<file path="src/design/cdf_pkg.sv">
// ----------------------------------------------------------------------------
// cdf_pkg
// Shared types and constants of the complex decimating FIR filter bank.
// ----------------------------------------------------------------------------
package cdf_pkg;

  localparam int SAMPLE_W    = 16;
  localparam int TAP_W       = 18;
  localparam int PROD_W      = SAMPLE_W + TAP_W;
  localparam int CFG_W       = 6;
  localparam int FREQS_CFG_W = 3;
  localparam int GC_W        = 5;
  localparam int SCALE_SHIFT = 18;

  localparam logic [CFG_W-1:0]       DEC_RESET   = 6'd8;
  localparam logic [FREQS_CFG_W-1:0] FREQS_RESET = 3'd1;

  typedef logic signed [SAMPLE_W-1:0] sample_t;
  typedef logic signed [TAP_W-1:0]    tap_t;

  typedef enum logic [1:0] {
    CMD_PUSH  = 2'd0,
    CMD_LOAD  = 2'd1,
    CMD_CLEAR = 2'd2
  } cmd_t;

  typedef enum logic {
    REG_DECIMATION = 1'b0,
    REG_FREQS      = 1'b1
  } reg_idx_t;

  typedef enum logic [1:0] {
    ST_IDLE,
    ST_ISSUE,
    ST_FINISH
  } state_t;

  typedef struct packed {
    logic push;
    logic load;
    logic clear;
    logic issue;
    logic emit;
  } dp_cmd_t;

  typedef struct packed {
    logic group_done;
    logic k_last;
    logic f_last;
    logic acc_ready;
    logic out_free;
  } dp_status_t;

endpackage

</file>
<file path="src/design/cdf_ctrl.sv">
// ----------------------------------------------------------------------------
// cdf_ctrl
// Sequencer: accepts transactions, runs the tap sweep per frequency, emits.
// ----------------------------------------------------------------------------
module cdf_ctrl (
  input  logic                clk,
  input  logic                rst,
  input  logic                in_valid,
  input  logic [1:0]          in_command,
  output logic                in_ready,
  input  cdf_pkg::dp_status_t status,
  output cdf_pkg::dp_cmd_t    cmd
);
  import cdf_pkg::*;

  state_t state;
  state_t state_next;
  cmd_t   code;
  logic   accept;

  assign code   = cmd_t'(in_command);
  assign accept = (state == ST_IDLE) && in_valid;

  always_ff @(posedge clk) begin
    if (rst) begin
      state <= ST_IDLE;
    end else begin
      state <= state_next;
    end
  end

  always_comb begin
    state_next = state;
    unique case (state)
      ST_IDLE: begin
        if (accept && (code == CMD_PUSH) && status.group_done) begin
          state_next = ST_ISSUE;
        end
      end
      ST_ISSUE: begin
        if (status.k_last) begin
          state_next = ST_FINISH;
        end
      end
      ST_FINISH: begin
        if (status.acc_ready && status.out_free) begin
          state_next = status.f_last ? ST_IDLE : ST_ISSUE;
        end
      end
      default: state_next = ST_IDLE;
    endcase
  end

  always_comb begin
    in_ready  = 1'b0;
    cmd       = '0;
    unique case (state)
      ST_IDLE: begin
        in_ready = 1'b1;
        if (accept) begin
          unique case (code)
            CMD_PUSH:  cmd.push  = 1'b1;
            CMD_LOAD:  cmd.load  = 1'b1;
            CMD_CLEAR: cmd.clear = 1'b1;
            default:   cmd       = '0;
          endcase
        end
      end
      ST_ISSUE: begin
        cmd.issue = 1'b1;
      end
      ST_FINISH: begin
        cmd.emit = status.acc_ready && status.out_free;
      end
      default: cmd = '0;
    endcase
  end

endmodule

</file>
<file path="config.mk">
export PLATFORM = sky130hd
export DESIGN_NAME = cdf_ctrl
export DESIGN_NICKNAME = d
export VERILOG_FILES = /design/src/design/cdf_pkg.sv /design/src/design/cdf_ctrl.sv
export SDC_FILE = /design/constraint.sdc
export NUM_CORES = 1
export LEC_CHECK = 0
export BUFFER_PORTS_ARGS = -buffer_cell sky130_fd_sc_hd__buf_2
export CAP_MARGIN = 20
export CORE_AREA = 2 2 39 41
export DETAILED_ROUTE_END_ITERATION = 10
export DIE_AREA = 0 0 41 43
export PLACE_DENSITY_LB_ADDON = 0.05
export SYNTH_ARGS = -nofsm -noshare
export SYNTH_HDL_FRONTEND = slang
export SYNTH_SLANG_ARGS = --single-unit
</file>
<file path="constraint.sdc">
create_clock -name clk -period 2.3 [get_ports clk]
set_input_delay 0.575 -clock clk [delete_from_list [all_inputs] [get_ports clk]]
set_output_delay 0.575 -clock clk [all_outputs]
set_load 0.005 [all_outputs]
</file>
==> metrics.cfg <==
[detailed_routing]
drt-pass1-iter-count=1
wire_per_inst_um=8.88
drc=0
via_count=198
via_per_inst=3.81
wirelength_um=462
antenna_left=0
dr.first_iter.drc_count=0

[critical_path]
crit_slowest_cell=nor4b_4
end_kind=output pin
cp_common_cell=buf_2
cpPeakStageDelay_ps=250
start_kind=primary input
crit_chain=buf_2 > nor4b_4 > and2_2 > buf_2
worstSetupStartpoint=in_command[0]
crit-reg2reg-launch=state[0]
cp_max_fo=3
critPathRequiredTime_ps=1730
criticalPathCategory=in -> out
worstPathArrival_ps=1220

[place]
preCtsSetupSlack_ps=497
gp_congestion=0.558
io_buffers=15

[logic_synthesis]
synth_cell_types=13
yosysWarnings=0
synth_nets=28
synth_area_um2=154
ys_seq_elements=2
syn_inst=18
yosys.area.top_type_share_pct=26.0
synth_area_leaders=dfxtp_1, nor4b_4, and2_2
yosysSeqAreaShare_pct=26.0
synth_area_per_cell_um2=8.55
synth_area_leader_cell=dfxtp_1

[timing]
worstMarginPinSlew_ps=254
setup_tns_ps=0
finClkSkew_ps=0.949
fin_ws_ps=508
min_period_ps=1790
slew_headroom_pct=83.1
max_freq_mhz=558
post-route-period-util_pct=77.9
rsz0062_at_grt=no
maxSlewViolCount=0
hold_viol=0
setup_viol=0

[clocking]
clkTransAtPathRegs_ps=30
cts_tree=built
numCtsBuffers=3
post-cts-setup-buffers=0
cts_resized=0
cts.htree.levels=1
clk_latency_ps=220
clkSinkCount=2
cts_root_buf=clkbuf_4
ctsHoldBuffers=0
clockBufferDepth=2

[die]
ios=16
dieArea_mm2=0.00176
initial_core_util_pct=11.1
rows=14
fp.dieW_um=41
core_mm2=0.00138
die_h_um=43

[hold_path]
min_path_type=in -> reg
min_from=rst

[power_and_ir_drop]
power.density_mw_per_mm2=495
leakage_nw=0.139
vdd_ir_drop_max_v=0.000204

[grt]
grt_max_degree=6
grt_pass1_vias=196
grt-ovfl-total=0
grt_util_all_layers_pct=6.41
grt_pass1_wl_um=710
grt_antenna_before_repair=0

[status]
status=finished clean

[finish]
nets=48
reg_top3=state (2)
drive_gt1_share_pct=58.3
n_antenna_cell=0
largest-register=state
largest_register_ff_count=2
syn2layout_area_growth_pct=76.4

[job]
cap_violations=0

through the flow:
step | instance area, um2 | util [%] | cells | power [mW] | hold slack, ps
floorplan | 154 | - | 18 | 0.0459 | 515
global placement | 249 | 18.0 | 49 | 0.0587 | 558
detailed placement | 249 | 18.0 | 49 | 0.0591 | 576
CTS | 272 | 19.6 | 52 | 0.142 | 535
global route | 272 | 19.6 | 52 | 0.144 | 551
finish | 272 | 19.6 | 52 | 0.134 | 545
path summary, 6_finish.rpt:
kind | endpoint | slack, ps | cells after the start
worst max register to register | state[0] | 1260 | 3
worst max-delay path | cmd[4] | 510 | 4
worst min-delay path | state[1] | 540 | 2
worst min register to register | state[1] | 560 | 2
cells by family (layout without fill, tap and decap cells):
kind of cell | count (synthesis) | after routing | share of synthesized area (%)
AOI/OAI and AO/OA | 3 | 3 | 14.6
and+or+nand+nor | 11 | 11 | 54.5
buffers and inverters | 2 | 20 | 4.88
DFF | 2 | 2 | 26.0
layout by cell type (no fill, tap or decap), drive strengths merged:
master and instances:
buf 15, clkbuf 3, nor2 2, inv 2
and2 2, nand2 2, dfxtp 2, nor2b 1
and4 1, nor4b 1, nor3b 1, nand3b 1
a21oi 1, a32oi 1, o2bb2ai 1
report_power, final:
group	internal (mW)	switching (mW)
combinational	0.0127	0.00872
clock	0.0575	0.0187
sequential	0.0357	0.00116
total	0.106	0.0285
cell type report:
cell class | instances | area, um2
clock buffers | 3 | 22.5
multi-input cells | 14 | 106
repair buffers | 15 | 75.1
flip-flops and latches | 2 | 40.0
fillers | 166 | 1110
inverters | 2 | 7.51
well taps | 16 | 20.0
layer usage:
layer	wire, um	vias to the layer above	track usage [%]
met5	0	-	0
li1	-	102	-
met1	184	83	7.01
met3	76	0	1.57
met2	201	13	8.44
met4	0	0	8.00
synth_stat cells (all sizes together):
| cell type | number |
|---|---|
| and4 | 1 |
| nand2 | 2 |
| and2 | 2 |
| nor3b | 1 |
| nor4b | 1 |
| nor2b | 1 |
| dfxtp | 2 |
| nand3b | 1 |
| o2bb2ai | 1 |
| inv | 2 |
| a32oi | 1 |
| a21oi | 1 |
| nor2 | 2 |
critical path: cells and delay by family:
family | cells | cell delay, ps
buffers and inverters | 2 | 220
and+or+nand+nor | 2 | 430
Note: power is estimated with default switching activity, not from simulation.
